`src/hdl/rvt_pkg.sv`:
```
package rvt_pkg;

  // Command table depth and the widths that follow from it
  localparam int MAX_COMMANDS = 128;
  localparam int IDX_W        = $clog2(MAX_COMMANDS);
  localparam int CNT_W        = (IDX_W + 1 > 8) ? IDX_W + 1 : 8;

  // Input item kinds
  localparam logic [1:0] KIND_LOAD = 2'd0;
  localparam logic [1:0] KIND_ENC  = 2'd1;
  localparam logic [1:0] KIND_DEC  = 2'd2;

  // Configuration register indexes
  localparam logic REG_SIZE  = 1'b0;
  localparam logic REG_COUNT = 1'b1;

  // Operand size codes
  localparam logic [1:0] SZ_BYTE  = 2'd0;
  localparam logic [1:0] SZ_WORD  = 2'd1;
  localparam logic [1:0] SZ_DWORD = 2'd2;
  localparam logic [1:0] SZ_QWORD = 2'd3;

  typedef enum logic [2:0] {
    OP_ADD   = 3'd0,
    OP_SUB   = 3'd1,
    OP_XOR   = 3'd2,
    OP_NOT   = 3'd3,
    OP_NEG   = 3'd4,
    OP_BSWAP = 3'd5,
    OP_ROL   = 3'd6,
    OP_ROR   = 3'd7
  } op_t;

  typedef struct packed {
    op_t         op;
    logic [63:0] operand;
  } cmd_t;

  // Per-cell control: load from the input, rotate toward cell 0, rotate toward the last cell
  typedef struct packed {
    logic load;
    logic fwd;
    logic bwd;
  } cell_ctl_t;

  function automatic logic [63:0] size_mask(input logic [1:0] sz);
    logic [63:0] m;
    unique case (sz)
      SZ_BYTE:  m = 64'h0000_0000_0000_00FF;
      SZ_WORD:  m = 64'h0000_0000_0000_FFFF;
      SZ_DWORD: m = 64'h0000_0000_FFFF_FFFF;
      default:  m = 64'hFFFF_FFFF_FFFF_FFFF;
    endcase
    return m;
  endfunction

endpackage

```
`src/hdl/rvt_cell.sv`:
```
module rvt_cell import rvt_pkg::*; (
  input  logic      clk,
  input  cell_ctl_t ctl,
  input  cmd_t      load_cmd,
  input  cmd_t      next_cmd,
  input  cmd_t      prev_cmd,
  output cmd_t      cmd_q
);

  cmd_t cmd_r;
  cmd_t cmd_nxt;

  // Load from the input beat, or take the neighbor's command as the ring turns
  always_comb begin
    priority if (ctl.load) begin
      cmd_nxt = load_cmd;
    end else if (ctl.fwd) begin
      cmd_nxt = next_cmd;
    end else if (ctl.bwd) begin
      cmd_nxt = prev_cmd;
    end else begin
      cmd_nxt = cmd_r;
    end
  end

  always_ff @(posedge clk) begin
    cmd_r <= cmd_nxt;
  end

  assign cmd_q = cmd_r;

endmodule

```
`config.mk`:
```
export PLATFORM = sky130hd
export DESIGN_NAME = rvt_cell
export DESIGN_NICKNAME = d
export VERILOG_FILES = /design/src/hdl/rvt_pkg.sv /design/src/hdl/rvt_cell.sv
export SDC_FILE = /design/constraint.sdc
export NUM_CORES = 1
export LEC_CHECK = 0
export BUFFER_PORTS_ARGS = -buffer_cell sky130_fd_sc_hd__buf_2
export CORE_AREA = 2 2 105 107
export DETAILED_ROUTE_END_ITERATION = 10
export DIE_AREA = 0 0 107 109
export PLACE_DENSITY = 0.72
export SETUP_SLACK_MARGIN = 0.2
export SYNTH_ARGS = -nofsm -noshare
export SYNTH_HDL_FRONTEND = slang
export SYNTH_SLANG_ARGS = --single-unit
```
`constraint.sdc`:
```
create_clock -name clk -period 3.9 [get_ports clk]
set_input_delay 0.78 -clock clk [delete_from_list [all_inputs] [get_ports clk]]
set_output_delay 0.78 -clock clk [all_outputs]
set_load 0.01 [all_outputs]
```
# Yosys cells after proc, flatten, opt, wreduce, memory -nomap -nowiden
# Index checks and enable logic that the tools add are counted.
[totals]
regBits = 67
inputBits = 205
output_inout_bits = 67
elab_cells = 6
[classes]
muxes = 3
reduce_logical = 1
[op_table]
columns = ["operator", "count"]
rows = [
  ["$mux W67", 3],
  ["$reduce_bool A3 Y1", 1],
]

# Logic depth before layout (Yosys ltp)
[depth]
word_depth = 3
depth_mapped = 5
ltp_nobuf = 2

# Worst setup path before layout
# OpenSTA, ideal clock, no wires.
[synth_timing]
path_type = "input to register"
start = "in ctl[2] in the netlist's numbering"
end = "reg cmd_r, in the netlist cmd_q[0] (enable)"
setup_ns = 0.428
arrival_time_ns = 2.590
t_required_ns = 3.472
setup_slack_ns = 0.882
cell_stages = 3
n_path_buf = 2
path_cell_list = "buf_2 -> buf_2 -> or3_1"
[synth_via]
elab_chain_len = 1
[synth_lines]
columns = ["item", "line_no", "rtl"]
rows = [
  ["start, declared", "rvt_cell.sv:3", "input cell_ctl_t ctl,"],
  ["$reduce_bool A3 Y1 (no line)", "--", ""],
  ["end signal, assigned", "rvt_cell.sv:27", "cmd_r <= cmd_nxt;"],
  ["end, declared", "rvt_cell.sv:10", "cmd_t cmd_r;"],
]
# Every way passes these cells.
# A chain may end at the register's enable or synchronous reset.

# Final worst setup path
[layout_timing]
start = "in ctl[1] in the netlist's numbering"
end = "reg cmd_r, in the netlist cmd_q[40] (enable)"
# The elaborated chain is that of the path after synthesis.

==> results.sh <==
export IMPL_p_sw_share_pct=25.8
export IMPL_via_per_inst=4.48
export IMPL_grt_busiest_layer="met2"
export IMPL_ys_types=11
export IMPL_min_delay_start="load_cmd[4]"
export IMPL_rows=38
export IMPL_place_gp_congestion=0.804
export IMPL_crit_path_start_kind="primary input"
export IMPL_cts_post_setup_buffers_inserted=0
export IMPL_cts_buffers=9
export IMPL_post_route_period_util_pct=55.8
export IMPL_path_max_fanout=46
export IMPL_portBuffers=271
export IMPL_cts_num_sinks=67
export IMPL_grt_usage_pct=15.4
export IMPL_setup_violations=0
export IMPL_diodes=0
export IMPL_synth_edf_count=67
export IMPL_drv_cap=0
export IMPL_synth_seq_cells=67
export IMPL_die_area_mm2=0.0117
export IMPL_cts_resized=0
export IMPL_syn_area_mm2=0.00345
export IMPL_slew_headroom_pct=24.8
export IMPL_max_freq_mhz=460
export IMPL_synthArstFlopShare_pct=0
export IMPL_finalMaxSlewViolations=0
export IMPL_grt_max_degree=69
export IMPL_largest_reg_flops=67
export IMPL_hpwl_mm=7.29
export IMPL_postRouteAntennaNets=0
export IMPL_p_total_mw=1.74
export IMPL_syn_nets=497
export IMPL_seq_power_share_pct=52.4
export IMPL_ios=272
export IMPL_wl_per_cell_um=13.5
export IMPL_overflow=0
export IMPL_grt_pass1_vias=3032
export IMPL_cts_tree="yes"
export IMPL_cp_end_kind="flip-flop"
export IMPL_critPathArrivalTime_ns=2.24
export IMPL_fin_ws_ns=1.72
export IMPL_area_growth_pct=44.6
export IMPL_worstPathRequired_ns=3.96
export IMPL_path_class="in2reg"
export IMPL_die_h_um=109
export IMPL_layout_drive_gt1_share_pct=51.3
export IMPL_combPwrFrac_pct=21.3
export IMPL_synthCells=292
export IMPL_p_sw_uw=448
export IMPL_grt_use_met1_pct=17.0
export IMPL_cts_path_max_buffers=2
export IMPL_p_leak_nw=2.52
export IMPL_num_fill_cells=1013
export IMPL_grt_pass1_wl_mm=13.8
export IMPL_p_int_mw=1.29
export IMPL_yosysWarnings=0
export IMPL_ir_worst_vdd_mv=0.139
export IMPL_hp_class="in2reg"
export IMPL_synth_area_leader_cell="edfxtp_1"
export IMPL_firstDrtPassIters=5
export IMPL_rsz0062_at_grt="false"
export IMPL_synth_top_area_share_pct=58.3
export IMPL_synth_area_per_cell_um2=11.8
export IMPL_antenna_found_initial=0
export IMPL_status="finished clean"
export IMPL_h_tree_depth=3
export IMPL_start_util_pct=32.6
export IMPL_fin_nets=760
export IMPL_p_clk_share_pct=26.4
export IMPL_cp_startpoint="ctl[1]"
export IMPL_tns_ns=0
export IMPL_final_cells=699
export IMPL_p_per_area_mw_per_mm2=348
export IMPL_route_detailed_drc=0
export IMPL_period_minus_slack_ns=2.18
export IMPL_grt_use_met2_pct=27.9
export IMPL_synthFlopType="edfxtp_1"
export IMPL_synth_area_top_cells="edfxtp_1, mux2i_1, nand2_1"
export IMPL_chipWidth_um=107
export IMPL_dp_cells=684
export IMPL_clockRootBuffer="clkbuf_8"
export IMPL_ys_seq_area_share_pct=58.3
export IMPL_synthTopCellsByCount="edfxtp_1, mux2i_1, nand2_1"
export IMPL_globalRouteMet3Util_pct=4.72
export IMPL_dr_first_iter_drc_count=177
export IMPL_hold_buffers=0
export IMPL_routed_wl_mm=9.43
export IMPL_vias=3134
export IMPL_core_area_mm2=0.0106
export IMPL_clkTransAtPathRegs_ns=0.07
export IMPL_worst_pin_slew_ns=1.13
export IMPL_hold_violations=0
export IMPL_pre_cts_ws_ns=1.34
-- per-stage QoR --
step / util [%] / instance area (um^2) / hold WS (ns)
5_1_grt: 47.1 / 4990 / 0.716
4_1_cts: 47.1 / 4990 / 0.703
3_3_place_gp: 45.7 / 4840 / 1.06
2_1_floorplan: - / 3450 / 0.971
6_report: 47.1 / 4990 / 0.730
3_5_place_dp: 45.7 / 4840 / 1.07
-- area by class of cell --
| cell class | count | area [um^2] | share of cell area [%] |
|---|---|---|---|
| clock buffer | 10 | 128 | 2.56 |
| sequential | 67 | 2010 | 40.3 |
| clock inverter | 5 | 21.3 | 0.426 |
| timing repair buffer | 275 | 1390 | 27.9 |
| tap | 140 | 175 | 3.51 |
| multi-input combinational | 202 | 1260 | 25.3 |
-- power by group through the flow --
stage	Clock (mW)	Sequential, mW	Combinational [mW]
4_1_cts	0.481	0.911	0.376
2_1_floorplan	0	0.972	0.127
5_1_grt	0.510	0.917	0.407
3_5_place_dp	0	0.926	0.375
6_report	0.458	0.909	0.369
3_3_place_gp	0	0.923	0.368
-- cells in the final DEF, fill, tap and decap left out, drive strengths merged --
cell | synthesis | routed
o21ai | 67 | 67
edfxtp | 67 | 67
mux2i | 67 | 67
or3 | 1 | 1
clkinv | 0 | 5
clkbuf | 8 | 10
nand2 | 67 | 67
buf | 15 | 275
-- worst paths after layout --
kind | end | slack [ns] | depth (start not counted)
worst max-delay path | cmd_q[40] | 1.72 | 3
worst min-delay path | cmd_q[4] | 0.73 | 3
-- logic make-up after synthesis --
kind of cell	Yosys count	share of synthesized area, %
AO/OA/AOI/OAI	67	9.71
buffers and inverters	23	5.14
multiplexers	67	19.4
flip-flops	67	58.3
AND/OR/NAND/NOR	68	7.46
-- metal layers --
| layer | wire length [um] | vias up | share of wire [%] |
|---|---|---|---|
| met2 | 4930 | 147 | 52 |
| met4 | 158 | 0 | 1.7 |
| met1 | 3610 | 1388 | 38 |
| li1 | - | 1588 | - |
| met3 | 717 | 11 | 7.6 |
| met5 | 0 | - | 0 |
-- critical path: stages --
cell	delay (ns)
buf_4	0.11
or3_2	0.92
buf_4	0.41
(Power assumes the default switching activity.)
